## config.mk

```make
export PLATFORM = sky130hd
export DESIGN_NAME = gasp_ctrl
export DESIGN_NICKNAME = d
export VERILOG_FILES = /design/src/rtl/gasp_pkg.sv /design/src/rtl/gasp_ctrl.sv
export SDC_FILE = /design/constraint.sdc
export NUM_CORES = 1
export LEC_CHECK = 0
export ABC_AREA = 1
export CORE_MARGIN = 2
export CORE_UTILIZATION = 65
export CTS_CLUSTER_SIZE = 14
export DETAILED_ROUTE_END_ITERATION = 7
export DONT_BUFFER_PORTS = 1
export GPL_TIMING_DRIVEN = 0
export PLACE_DENSITY = 0.81
export SLEW_MARGIN = 20
export SYNTH_ARGS = -nofsm -noshare
export SYNTH_HDL_FRONTEND = slang
export SYNTH_SLANG_ARGS = --single-unit
```

## constraint.sdc

```tcl
create_clock -name clk -period 2.3 [get_ports clk]
set_input_delay 0.115 -clock clk [delete_from_list [all_inputs] [get_ports clk]]
set_output_delay 0.115 -clock clk [all_outputs]
set_load 0.005 [all_outputs]
```

## src/rtl/gasp_pkg.sv

```systemverilog
// Package for the grid A* path solver.
// Holds the shared constants, the controller command codes and the status struct.
// No dependencies.
package gasp_pkg;

	localparam int GRID_DEF = 16;

	localparam logic [1:0] OP_WRITE  = 2'd0;
	localparam logic [1:0] OP_SOLVE  = 2'd1;
	localparam logic [1:0] OP_POP    = 2'd2;
	localparam logic [1:0] OP_UNUSED = 2'd3;

	localparam logic [1:0] CFG_START_ROW = 2'd0;
	localparam logic [1:0] CFG_GOAL_ROW  = 2'd1;

	localparam logic [2:0] NO_PARENT = 3'd4;

	localparam logic [5:0] ENTRY_COL = 6'h3F;

	typedef enum logic [4:0] {
		C_NONE,
		C_WIPE,
		C_WRITE,
		C_NOP,
		C_POPRD,
		C_POPOUT,
		C_SOLVE_INIT,
		C_CLR,
		C_FAIL,
		C_SEED,
		C_SCAN_START,
		C_SCAN_A,
		C_SCAN_B,
		C_SCAN_C,
		C_PICK,
		C_SHIFT_A,
		C_SHIFT_B,
		C_CLOSE,
		C_COSTLD,
		C_DIRNEXT,
		C_NBRD,
		C_NBUPD,
		C_BLD_A,
		C_BLD_B
	} cmd_t;

	typedef struct packed {
		logic cnt_zero;
		logic scan_last;
		logic at_goal;
		logic shift_more;
		logic nb_out;
		logic d_last;
		logic bld_end;
		logic clr_last;
		logic rows_bad;
	} sts_t;

endpackage

```

## src/rtl/gasp_ctrl.sv

```systemverilog
// Controller state machine of the grid A* path solver.
// Sequences wipe, clear, search, path build and pop steps; depends on gasp_pkg.
module gasp_ctrl (
	input  logic              clk,
	input  logic              arst_n,
	input  logic              start,
	input  logic [1:0]        operation,
	input  gasp_pkg::sts_t    sts,
	output gasp_pkg::cmd_t    cmd,
	output logic              busy
);
	import gasp_pkg::*;

	typedef enum logic [16:0] {
		ST_WIPE    = 17'h00001,
		ST_IDLE    = 17'h00002,
		ST_POP     = 17'h00004,
		ST_CLR     = 17'h00008,
		ST_SEED    = 17'h00010,
		ST_LOOP    = 17'h00020,
		ST_SCAN_A  = 17'h00040,
		ST_SCAN_B  = 17'h00080,
		ST_SCAN_C  = 17'h00100,
		ST_PICK    = 17'h00200,
		ST_SHIFT_A = 17'h00400,
		ST_SHIFT_B = 17'h00800,
		ST_COST    = 17'h01000,
		ST_NB_A    = 17'h02000,
		ST_NB_B    = 17'h04000,
		ST_BLD_A   = 17'h08000,
		ST_BLD_B   = 17'h10000
	} state_t;

	state_t state_q, state_d;

	always_ff @(posedge clk or negedge arst_n) begin
		if (!arst_n) begin
			state_q <= ST_WIPE;
		end else begin
			state_q <= state_d;
		end
	end

	assign busy = (state_q != ST_IDLE);

	always_comb begin
		state_d = state_q;
		cmd     = C_NONE;
		case (state_q)
			ST_WIPE: begin
				cmd = C_WIPE;
				if (sts.clr_last) state_d = ST_IDLE;
			end
			ST_IDLE: begin
				if (start) begin
					case (operation)
						OP_WRITE: cmd = C_WRITE;
						OP_SOLVE: begin
							cmd     = C_SOLVE_INIT;
							state_d = ST_CLR;
						end
						OP_POP: begin
							cmd     = C_POPRD;
							state_d = ST_POP;
						end
						default: cmd = C_NOP;
					endcase
				end
			end
			ST_POP: begin
				cmd     = C_POPOUT;
				state_d = ST_IDLE;
			end
			ST_CLR: begin
				cmd = C_CLR;
				if (sts.clr_last) state_d = ST_SEED;
			end
			ST_SEED: begin
				if (sts.rows_bad) begin
					cmd     = C_FAIL;
					state_d = ST_IDLE;
				end else begin
					cmd     = C_SEED;
					state_d = ST_LOOP;
				end
			end
			ST_LOOP: begin
				if (sts.cnt_zero) begin
					cmd     = C_FAIL;
					state_d = ST_IDLE;
				end else begin
					cmd     = C_SCAN_START;
					state_d = ST_SCAN_A;
				end
			end
			ST_SCAN_A: begin
				cmd     = C_SCAN_A;
				state_d = ST_SCAN_B;
			end
			ST_SCAN_B: begin
				cmd     = C_SCAN_B;
				state_d = ST_SCAN_C;
			end
			ST_SCAN_C: begin
				cmd     = C_SCAN_C;
				state_d = sts.scan_last ? ST_PICK : ST_SCAN_A;
			end
			ST_PICK: begin
				cmd     = C_PICK;
				state_d = sts.at_goal ? ST_BLD_A : ST_SHIFT_A;
			end
			ST_SHIFT_A: begin
				if (sts.shift_more) begin
					cmd     = C_SHIFT_A;
					state_d = ST_SHIFT_B;
				end else begin
					cmd     = C_CLOSE;
					state_d = ST_COST;
				end
			end
			ST_SHIFT_B: begin
				cmd     = C_SHIFT_B;
				state_d = ST_SHIFT_A;
			end
			ST_COST: begin
				cmd     = C_COSTLD;
				state_d = ST_NB_A;
			end
			ST_NB_A: begin
				if (sts.nb_out) begin
					cmd     = C_DIRNEXT;
					state_d = sts.d_last ? ST_LOOP : ST_NB_A;
				end else begin
					cmd     = C_NBRD;
					state_d = ST_NB_B;
				end
			end
			ST_NB_B: begin
				cmd     = C_NBUPD;
				state_d = sts.d_last ? ST_LOOP : ST_NB_A;
			end
			ST_BLD_A: begin
				cmd     = C_BLD_A;
				state_d = ST_BLD_B;
			end
			ST_BLD_B: begin
				cmd     = C_BLD_B;
				state_d = sts.bld_end ? ST_IDLE : ST_BLD_A;
			end
			default: state_d = ST_IDLE;
		endcase
	end

endmodule

```

==> impl_results.md, run 1 <==
* Hold_ws at 0.0518 ns
* Layout overhead on the synthesized area at 12.5%
* Flip-flop count of the largest register, all copies and words added at 17
* Global-route wire length before repair at 5350 um
* Data required time at the worst endpoint at 2.53 ns
* Flop pwr share at 0.363
* Net count of the finished layout at between 200 and 250
* Final worst path period share at 0.841
* Initial DRT Pass Iterations at 4
* Pre-CTS worst setup slack at 0.689 ns
* Worst Path Class, Setup: reg -> reg
* Share of total power in the clock network at 0.179
* Leakage dissipation at about 0.81 nW
* Antenna violations before repair at 0
* Post-synth cell types at 25
* Drt via density at 5.45
* Total placed instance area at roughly 1400 sq um
* Number of vias in the routed layout at 1,259
* Maximum number of pins on one net before global-route repair at 18
* Cell count after synthesis at 189
* Die Y at 49.8 um
* Post-synthesis sequential element count at 17
* # IOs at 20
* Timing-limited maximum frequency at 517 MHz
* Top reg by flops: state_q
* Number of fill cells in the layout at 155
* Core occupancy in the finished layout at 0.781
* Result of the run: completed
* Aggregate global-route resource usage at 0.286
* Final Max Slew Viols at 0
* Via count of the first global-routing pass at 1,209
* Clock-pin slew on the worst setup and hold paths at 0.10 ns
* Count of H-tree levels built during CTS at 1
* Max Cap Violations at 0
* CTS buffer count at 3
* Hold_sp: start
* Clock tree root driver cell: sky130_fd_sc_hd__clkbuf_4
* IO buf count at 0
* Switching component of the power at roughly 0.00039 W
* Setup TNS after final layout at 0 ns
* Total routed wirelength at 3030 um
* Endpoints failing setup at 0
* Horizontal die dimension at 49.8 um
* Crit path DAT at 2.17 ns
* Number of hold violations in the final report at 0
* Overall die area at 2480 sq um
* Yosys warning total at 0
* CTS tree: built
* Regs by FF count: state_q: 17 flops
* Synthesized netlist net count at 205
* Number of setup buffers added after CTS at 0
* Internal power consumption at 0.000530 W
* Unrepaired setup endpoints after global routing: no
* GPL Wtd Cong at 0.949
* # rows at 16
* Antenna cells at 0
* Fraction of layout cells with a size suffix above 1 at 0.201
* Maximum resistive drop on vdd at 0.000561 V
* Latest clock arrival within the worst-skew pair at 0.29 ns
* Worst slew margin relative to its limit at 0.481
* Register-to-Register Setup Slack at between 0.3 and 0.4 ns
* Worst Hold Path EP: state_q[2]
* Detail Route Antenna Nets at 0
* Proportion of power drawn by combinational gates at 0.457
* Sort of element at the start of the critical path: flip-flop
* Post-layout minimum cycle time at 1.94 ns
* Clock Sink Count at 17
* Synthesized area divided by synthesized cell count at 7.21 sq um
* Hold Path Cell Cnt at 4
* Largest fanout of any net on the critical path at 5
* Buffer levels on the longest clock path at 2
* Placeable Area at 1960 sq um
* Sequential cell area fraction in the yosys report at 0.313
* Detail-routed net length per standard cell at 13.1 um
* Number of cell instances on the worst register-to-register path at 8
* Residual overflow from global routing at 0
* Net switching fraction of the power at 0.423
* Half-perimeter wire length of the detailed placement result at 2360 um
* Measured slew at the worst slew-check pin at slightly below 0.8 ns
* Starting DRT DRC Count at 91
* Min-Delay Path Class: in -> reg
* Type of element capturing the critical path: flip-flop
* Power density normalized to cell area at around 600 nW/um^2
* Final std cell area, no fill at 1530 sq um
* R2r endpoint: state_q[5]
* Starting density of the core at 0.695
* Clock Skew at 0.00447 ns
* Final WS setup at around 0.36 ns
* Worst r2r src: state_q[8]
* Post-Synthesis Cell Area at 1360 sq um
* DRC at 0
[cells in the mapped netlist]
cell                        instances  area (sq um)
sky130_fd_sc_hd__a21oi_2            1          8.76
sky130_fd_sc_hd__inv_2              3          11.3
sky130_fd_sc_hd__o2111ai_1          1          8.76
sky130_fd_sc_hd__ha_1               2          25.0
sky130_fd_sc_hd__nand4_1            6          37.5
sky130_fd_sc_hd__and3_1             1          6.26
sky130_fd_sc_hd__or3_1              2          12.5
sky130_fd_sc_hd__nand3_1           14          70.1
sky130_fd_sc_hd__nor2_4             5          56.3
sky130_fd_sc_hd__o22ai_1            2          12.5
sky130_fd_sc_hd__nand3_4            1          17.5
sky130_fd_sc_hd__o21ai_0            5          25.0
sky130_fd_sc_hd__o21ai_1            1          5.00
sky130_fd_sc_hd__dfstp_2            1          26.3
sky130_fd_sc_hd__nor3_1             7          35.0
sky130_fd_sc_hd__nor2_2             7          43.8
sky130_fd_sc_hd__nor2_8             2          40.0
sky130_fd_sc_hd__a21oi_1            1          5.00
sky130_fd_sc_hd__nand3_2            9          90.1
sky130_fd_sc_hd__nand2_4            4          45.0
sky130_fd_sc_hd__nand2_1           23          86.3
sky130_fd_sc_hd__dfrtp_1           16           400
sky130_fd_sc_hd__nand2_2            5          31.3
sky130_fd_sc_hd__nor2_1            31           116
sky130_fd_sc_hd__inv_1             39           146
[per-stage QoR]
| stage | total power, W | std cells |
|---|---|---|
| finish | 0.000918 | 231 |
| detailed placement | 0.000737 | 216 |
| CTS | 0.000924 | 231 |
| global route | 0.000988 | 231 |
| global placement | 0.000725 | 216 |
| floorplan | 0.000675 | 189 |
[worst max-delay path, stage by stage (launching register included)]
cell and delay [ns]:
sky130_fd_sc_hd__dfrtp_1 0.42, sky130_fd_sc_hd__nor2_1 0.16, sky130_fd_sc_hd__nand2_2 0.16, sky130_fd_sc_hd__nor2_1 0.17
sky130_fd_sc_hd__nand4_1 0.16, sky130_fd_sc_hd__nand2_1 0.11, sky130_fd_sc_hd__nand2_1 0.06, sky130_fd_sc_hd__o21ai_0 0.07
sky130_fd_sc_hd__dlygate4sd3_1 0.57
[cell usage in the layout, fill, tap and decap left out, drive strengths merged]
cell type    instances
o2111ai              1
nand2               32
dfrtp               16
dlygate4sd3         11
or3                  2
o22ai                2
and3                 1
a21oi                2
nor2                45
nand4                6
clkbuf               4
ha                   2
o21ai                6
nor3                 7
nand3               24
dfstp                1
inv                 42
[final cells by class]
class | instances | area (sq um) | share of cell area
Clock buffer | 4 | 26.3 | 0.0171
Inverter | 42 | 158 | 0.103
Multi-Input combinational cell | 130 | 778 | 0.508
Sequential cell | 17 | 427 | 0.278
Tap cell | 27 | 33.8 | 0.0220
Timing Repair Buffer | 11 | 110 | 0.0718
[metal layers]
layer  global-route usage  vias to the layer above  wire length, um
met4               0.0741                        0               45
met5                    0                        -                0
li1                     -                      626                -
met3               0.0394                        8              215
met1                0.397                      569             1290
met2                0.469                       56             1480
[cells by family (layout without fill, tap and decap cells)]
kind of cell / after synthesis / after routing / share of synthesized area
AO/OA/AOI/OAI: 11 / 11 / 0.0477
adder cells (fa/ha/maj): 2 / 2 / 0.0184
buffers and inverters: 42 / 57 / 0.116
flip-flops: 17 / 17 / 0.313
AND/OR/NAND/NOR: 117 / 117 / 0.505
[how the worst max path moves through the flow]
stage,from,depth (start not counted),endpoint
2_1_floorplan,state_q[12],10,state_q[3]
3_3_place_gp,state_q[11],12,state_q[1]
3_5_place_dp,state_q[9],12,state_q[1]
4_1_cts,state_q[9],7,cmd[1]
5_1_grt,state_q[8],7,cmd[1]
6_report,state_q[8],8,state_q[5]
[power groups by stage]
| stage | sequential [W] | clock (W) | combinational (W) |
|---|---|---|---|
| floorplan | 0.000337 | 0 | 0.000338 |
| global placement | 0.000338 | 0 | 0.000386 |
| detailed placement | 0.000340 | 0 | 0.000398 |
| CTS | 0.000334 | 0.000170 | 0.000420 |
| global route | 0.000337 | 0.000181 | 0.000470 |
| finish | 0.000333 | 0.000165 | 0.000420 |
[timing repair]
item	CTS	global route
hold endpoints to repair	27	0
resized for setup	0	0
hold buffers	11	0
(Power assumes the default switching activity.)
==> run 2, diff against run 1 <==
- ABC_AREA: 1 -> 0
- CORE_UTILIZATION: 65 -> 62
- PLACE_DENSITY: 0.81 -> 0.78
- clock period: 2.3 -> 1.97 ns (I/O delays scaled with it)
==> run 2 against run 1 <==
  * The flow now finishes with violations (negative setup slack)
  * Global-route usage grew 5.7 points
  * Largest power group unchanged
  * Critical path type is now reg -> out
  * Flip-flop and latch count is the same
  * Sequential power grew 23%
  * Critical endpoint is now cmd[3]
  * Largest cell class unchanged
  * Highest routed layer unchanged
  * Cell count shrank 12%
  * Worst setup slack lost 0.63 ns
==> impl_results.md, run 2 <==
* Result of the run: complete, but fails checks
* Violated checks: negative setup slack
* Cell count after synthesis at 143
* Total placed instance area at between 1000 and 1500 sq um
* R2r endpoint: state_q[1]
* Post-layout minimum cycle time at 2.24 ns
* Regs by FF count: state_q: 17 flops
* Multi-input gate area in the final layout at 968 sq um
* Library cell contributing the largest single delay on the critical path: sky130_fd_sc_hd__dfrtp_1
* CTS tree: built
* Most frequent standard cell in the layout excluding fill and tap cells: sky130_fd_sc_hd__buf_4
* Measured slew at the worst slew-check pin at a little under 0.8 ns
* Synthesized area divided by synthesized cell count at 8.97 sq um
* Proportion of power drawn by combinational gates at 0.594
* Overall die area at 2450 sq um
* Maximum number of pins on one net before global-route repair at 18
* Horizontal die dimension at 49.5 um
* Clock Sink Count at 17
* Type of element capturing the critical path: output pin
* Maximum resistive drop on vdd at 0.000842 V
* Top reg by flops: state_q
* Hold Path Cell Cnt at 2
* Fraction of registers with async set or reset after synthesis at 1.00
* Number of fill cells in the layout at 75
* Timing-limited maximum frequency at 447 MHz
* Placeable Area at around 2000 sq um
* Count of buffer and inverter cells on the critical path at 1
* Worst path most repeated cell: sky130_fd_sc_hd__nor2_1
* Number of vias in the routed layout at 1,436
* Starting DRT DRC Count at 116
* Global-route wire length before repair at 6290 um
* Cell Chain, Critical Path: nor2_1 -> nand4_2 -> buf_4 -> nor3_1 -> nor2_1 -> nand3b_1
* Count of H-tree levels built during CTS at 1
* Worst Hold Path EP: state_q[0]
* Final Max Slew Viols at 0
* Worst Path Class, Setup: reg -> out
* Detail Route Antenna Nets at 0
* Flip-flop count of the largest register, all copies and words added at 17
* Final worst path period share at 1.14
* Fraction of layout cells with a size suffix above 1 at 0.347
* Min-Delay Path Class: in -> reg
* CP max stage delay at 0.45 ns
* Final std cell area, no fill at 1780 sq um
* Clock-pin slew on the worst setup and hold paths at 0.10 ns
* Most common cell in the synthesized netlist: sky130_fd_sc_hd__nor2_1
* Data required time at the worst endpoint at 1.87 ns
* Sequential cell area fraction in the yosys report at 0.333
* Cell family with most CP delay: simple AND/OR/NAND/NOR gates
* Core occupancy in the finished layout at 0.905
* Largest fanout of any net on the critical path at 5
* Worst slew margin relative to its limit at 0.469
* Net switching fraction of the power at 0.422
* # IOs at 20
* # rows at 16
* Synth top area cells: sky130_fd_sc_hd__dfrtp_1, sky130_fd_sc_hd__nor2_1, sky130_fd_sc_hd__nor4_4, sky130_fd_sc_hd__nor4_1, sky130_fd_sc_hd__nand2_1
* Net count of the finished layout at slightly below 200
* Antenna cells at 0
* Latest clock arrival within the worst-skew pair at 0.29 ns
* Unrepaired setup endpoints after global routing: yes
* Worst r2r src: state_q[4]
* Hold_sp: sts[1]
* Area used by sequential logic in the layout at 432 sq um
* Internal power consumption at 0.000854 W
* Total Power at about 0.0015 W
* Crit path DAT at 2.14 ns
* Buffer levels on the longest clock path at 2
* Flop pwr share at 0.276
* Hold_ws at 0.0212 ns
* Clock tree root driver cell: sky130_fd_sc_hd__clkbuf_4
* Residual overflow from global routing at 0
* Number of hold violations in the final report at 0
* DRC at 0
* Drt via density at 7.07
* Post-synth cell types at 53
* Number of cell instances on the worst register-to-register path at 6
* Layout overhead on the synthesized area at 38.4%
* IO buf count at 0
* Half-perimeter wire length of the detailed placement result at 2250 um
* Top cell types by occurrence after synthesis: sky130_fd_sc_hd__nor2_1, sky130_fd_sc_hd__dfrtp_1, sky130_fd_sc_hd__nand2_1
* Post-Synthesis Cell Area at 1280 sq um
* GPL Wtd Cong at 0.914
* Post-synthesis sequential element count at 17
* Final WS setup at -0.268 ns
* Via count of the first global-routing pass at 1,298
* Starting density of the core at 0.654
* Synthesized netlist net count at ~160
* Clock Skew at approximately 0.0019 ns
* Initial DRT Pass Iterations at 5
* Flip-flop cell with the highest count after synthesis: sky130_fd_sc_hd__dfrtp_1
* Detail-routed net length per standard cell at 20.6 um
* Power density normalized to cell area at 833 nW/um^2
* Total routed wirelength at ~4200 um
* Share of total power in the clock network at 0.130
* Antenna violations before repair at 0
* Most frequent cells in the layout: sky130_fd_sc_hd__buf_4, sky130_fd_sc_hd__nor2_1, sky130_fd_sc_hd__dfrtp_1
* Endpoints failing setup at 7
* Register-to-Register Setup Slack at -0.18 ns
* Aggregate global-route resource usage at 0.343
* Yosys warning total at 0
* Pre-CTS worst setup slack at -0.0832 ns
* Die Y at just under 50 um
* Sort of element at the start of the critical path: flip-flop
* Count of flip-flops with a built-in enable after synthesis at 0
* Top-area cell type share of the netlist area at 0.312
* Leakage dissipation at 0.712 nW
* Max Cap Violations at 0
* Post-synthesis cell type with the largest combined area: sky130_fd_sc_hd__dfrtp_1
* Switching component of the power at 0.000624 W
* CTS buffer count at 3
run 2: cell count changes after synthesis, sizes merged, moves of 5 or more:
cell / previous run / this run
buf: 0 / 5
inv: 42 / 7
nand2: 32 / 10
nand3: 24 / 3
nor2: 45 / 18
nor4: 0 / 11
run 2: worst max path at each step:
stage | to | from | depth (start not counted) | slack [ns]
6_report | cmd[3] | state_q[13] | 6 | -0.27
5_1_grt | cmd[4] | state_q[5] | 5 | -0.35
4_1_cts | cmd[1] | state_q[5] | 7 | -0.17
3_5_place_dp | state_q[1] | state_q[1] | 4 | -0.08
3_3_place_gp | state_q[1] | state_q[1] | 4 | -0.08
2_1_floorplan | state_q[1] | state_q[1] | 4 | 0.15
run 2: area by class of cell:
class,count,area share
inverters,7,0.0148
well taps,27,0.0190
repair buffers,32,0.148
plain buffers,3,0.0148
clock buffers,4,0.0148
flip-flops and latches,17,0.243
multi-input cells,113,0.545
run 2: kinds of logic (layout without fill, tap and decap cells):
group	after synthesis	count (layout)	share of synthesized area
AOI/OAI and AO/OA	26	26	0.151
xor gates and xnor gates	4	4	0.0273
and+or+nand+nor	79	79	0.399
muxes	2	2	0.0156
adders and majority gates	2	2	0.0195
DFF	17	17	0.333
buffers and inverters	13	46	0.0546
run 2: repair_timing:
action	4_1_cts	5_1_grt
setup endpoints to repair	7	11
buffers inserted	13	10
pin swaps	11	15
hold endpoints to repair	26	1
gates resized for setup	15	20
hold buffers	8	1
run 2: power groups by stage:
stage,clock (W),combinational [W],sequential [W]
floorplan,0,0.000433,0.000402
finish,0.000192,0.000878,0.000409
global route,0.000212,0.000920,0.000412
global placement,0,0.000510,0.000405
CTS,0.000191,0.000712,0.000408
detailed placement,0,0.000521,0.000407
run 2: metrics by stage:
| stage | instances | TNS [ns] |
|---|---|---|
| floorplan | 143 | 0 |
| global placement | 170 | -0.0778 |
| detailed placement | 170 | -0.0832 |
| CTS | 193 | -0.915 |
| global route | 203 | -1.87 |
| finish | 203 | -1.31 |
run 2: worst register-to-register path: cells and delay by family (launching register included):
kind            cells  cell delay [ns]
compound gates      2             0.69
simple gates        2             0.56
flops               1             0.45
buf+inv             2             0.34
run 2: routing by layer:
layer	GRT usage	part of all wire
met1	0.416	0.38
met2	0.552	0.46
met3	0.121	0.11
met4	0.148	0.049
met5	0	0
==> run 3, diff against run 2 <==
- CORE_UTILIZATION: 62 -> 50
- PLACE_DENSITY: 0.78 -> unset
==> run 3 against run 2 <==
  * The flow still finishes with violations (negative setup slack)
  * Critical path depth is the same
  * Clock-buffer cell count is the same
  * Highest routed layer unchanged
  * Via count shrank 9.6%
  * Global-route usage is 7.0 points lower
  * Power grew 1.5%
  * Worst setup slack gained 0.037 ns
  * Flip-flop and latch count unchanged
  * Combinational power about the same
  * Sequential share of layout area about the same
==> impl_results.md, run 3 (synthesis results as in run 2) <==
* Horizontal die dimension at around 55 um
* Endpoints failing setup at 6
* Switching component of the power at between 0.0006 and 0.0007 W
* # rows at 18
* Register-to-Register Setup Slack at -0.15 ns
* Detail-routed net length per standard cell at 18.8 um
* Measured slew at the worst slew-check pin at 0.815 ns
* Setup TNS after final layout at -0.983 ns
* # IOs at 20
* DRC at 0
* Clock Sink Count at 17
* Starting DRT DRC Count at 39
* Aggregate global-route resource usage at 0.273
* Largest fanout of any net on the critical path at 7
* Layout overhead on the synthesized area at 39.8%
* Proportion of power drawn by combinational gates at 0.585
* CTS tree: built
* Most frequent cells in the layout: sky130_fd_sc_hd__buf_4, sky130_fd_sc_hd__nor2_1, sky130_fd_sc_hd__nand2_1
* Worst r2r src: state_q[7]
* Worst Hold Path EP: state_q[5]
* Clock tree root driver cell: sky130_fd_sc_hd__clkbuf_4
* Hold Path Cell Cnt at 2
* Count of buffer and inverter cells on the critical path at 2
* Clock-pin slew on the worst setup and hold paths at 0.10 ns
* Residual overflow from global routing at 0
* Top reg by flops: state_q
* Max Cap Violations at 0
* Placeable Area at 2450 sq um
* Number of hold violations in the final report at 0
* Flop pwr share at 0.282
* Detail Route Antenna Nets at 0
* Power density normalized to cell area at 837 nW/um^2
* Starting density of the core at 0.522
* Final Max Slew Viols at 0
* Net switching fraction of the power at 0.413
* CTS buffer count at 3
* Final WS setup at -0.231 ns
* CP max stage delay at approximately 0.48 ns
* Post-layout minimum cycle time at 2.20 ns
* R2r endpoint: state_q[1]
* Flip-flop count of the largest register, all copies and words added at 17
* Total routed wirelength at between 3000 and 4000 um
* Half-perimeter wire length of the detailed placement result at 2420 um
* Antenna violations before repair at 0
* Initial DRT Pass Iterations at 7
* Antenna cells at 0
* Drt via density at 6.39
* Data required time at the worst endpoint at 1.87 ns
* Leakage dissipation at 0.720 nW
* Count of H-tree levels built during CTS at 1
* Library cell contributing the largest single delay on the critical path: sky130_fd_sc_hd__dfrtp_2
* Net count of the finished layout at 190
* Global-route wire length before repair at 5730 um
* IO buf count at 0
* Number of vias in the routed layout at 1,298
* Hold_ws at between 0.006 and 0.007 ns
* Cell family with most CP delay: simple AND/OR/NAND/NOR gates
* Cell Chain, Critical Path: nor4_4 -> buf_4 -> buf_6 -> nand4_1 -> o32a_1 -> or2b_1
* Most frequent standard cell in the layout excluding fill and tap cells: sky130_fd_sc_hd__buf_4
* Sort of element at the start of the critical path: flip-flop
* Buffer levels on the longest clock path at 2
* Worst slew margin relative to its limit at 0.455
* Violated checks: negative setup slack
* Min-Delay Path Class: in -> reg
* Regs by FF count: state_q: 17 flops
* Multi-input gate area in the final layout at 983 sq um
* Share of total power in the clock network at 0.133
* Unrepaired setup endpoints after global routing: yes
* Worst Path Class, Setup: reg -> out
* Type of element capturing the critical path: output pin
* Area used by sequential logic in the layout at about 440 sq um
* Pre-CTS worst setup slack at -0.106 ns
* Number of fill cells in the layout at around 170
* Internal power consumption at 0.000882 W
* Maximum resistive drop on vdd at 0.000757 V
* Maximum number of pins on one net before global-route repair at 18
* Fraction of layout cells with a size suffix above 1 at 0.382
* Final worst path period share at 1.12
* GPL Wtd Cong at 0.858
* Via count of the first global-routing pass at 1,254
* Clock Skew at 0.00808 ns
* Crit path DAT at roughly 2.1 ns
* Result of the run: complete, but fails checks
* Latest clock arrival within the worst-skew pair at 0.31 ns
* Hold_sp: sts[0]
* Overall die area at approximately 3000 sq um
* Timing-limited maximum frequency at 454 MHz
* Die Y at between 50 and 60 um
* Number of cell instances on the worst register-to-register path at 7
-- run 3: cell count changes in the layout (fill, tap and decap cells not counted), moves of 2 or more --
cell,change
sky130_fd_sc_hd__buf_4,-7
sky130_fd_sc_hd__buf_6,+5
sky130_fd_sc_hd__dfrtp_1,-4
sky130_fd_sc_hd__dfrtp_2,+4
sky130_fd_sc_hd__inv_1,-2
sky130_fd_sc_hd__inv_2,+2
-- run 3: worst max path at each step --
stage / from / to / slack [ns] / cells after the start
finish: state_q[7] / cmd[4] / -0.23 / 6
global route: state_q[5] / cmd[4] / -0.32 / 6
CTS: state_q[5] / cmd[1] / -0.22 / 7
detailed placement: state_q[1] / state_q[1] / -0.11 / 4
global placement: state_q[1] / state_q[1] / -0.11 / 4
floorplan: state_q[1] / state_q[1] / 0.15 / 4
-- run 3: power by group through the flow --
stage,clock (W),sequential [W],combinational (W)
2_1_floorplan,0,0.000402,0.000433
3_3_place_gp,0,0.000406,0.000521
3_5_place_dp,0,0.000407,0.000531
4_1_cts,0.000199,0.000434,0.000721
5_1_grt,0.000220,0.000427,0.000931
6_report,0.000200,0.000423,0.000878
-- run 3: metrics by stage --
step	total power [W]	std cells	util	instance area [sq um]
after floorplan	0.000836	143	-	1280
after detailed placement	0.000938	173	0.538	1320
after global routing	0.00158	203	0.730	1790
after CTS	0.00135	199	0.681	1670
after global placement	0.000926	173	0.538	1320
final	0.00150	203	0.730	1790
-- run 3: timing repair --
item,in CTS,in global routing
gates resized for setup,26,23
hold endpoints to repair,26,0
setup endpoints to repair,7,11
hold buffers,8,0
setup buffers,17,5
pin swaps,14,9
-- run 3: cell type report --
cell class | instances | share of cell area
inverters | 7 | 0.0147
clock buffers | 4 | 0.0147
plain buffers | 2 | 0.0105
repair buffers | 30 | 0.147
flip-flops and latches | 17 | 0.244
well taps | 30 | 0.0209
multi-input cells | 113 | 0.548
-- run 3: per-layer routing --
| layer | wire [um] | track usage | up-vias | part of all wire |
|---|---|---|---|---|
| met4 | 91 | 0.0458 | 0 | 0.024 |
| li1 | - | - | 613 | - |
| met2 | 1860 | 0.464 | 48 | 0.49 |
| met1 | 1620 | 0.347 | 625 | 0.43 |
| met5 | 0 | 0 | - | 0 |
| met3 | 241 | 0.0765 | 12 | 0.063 |
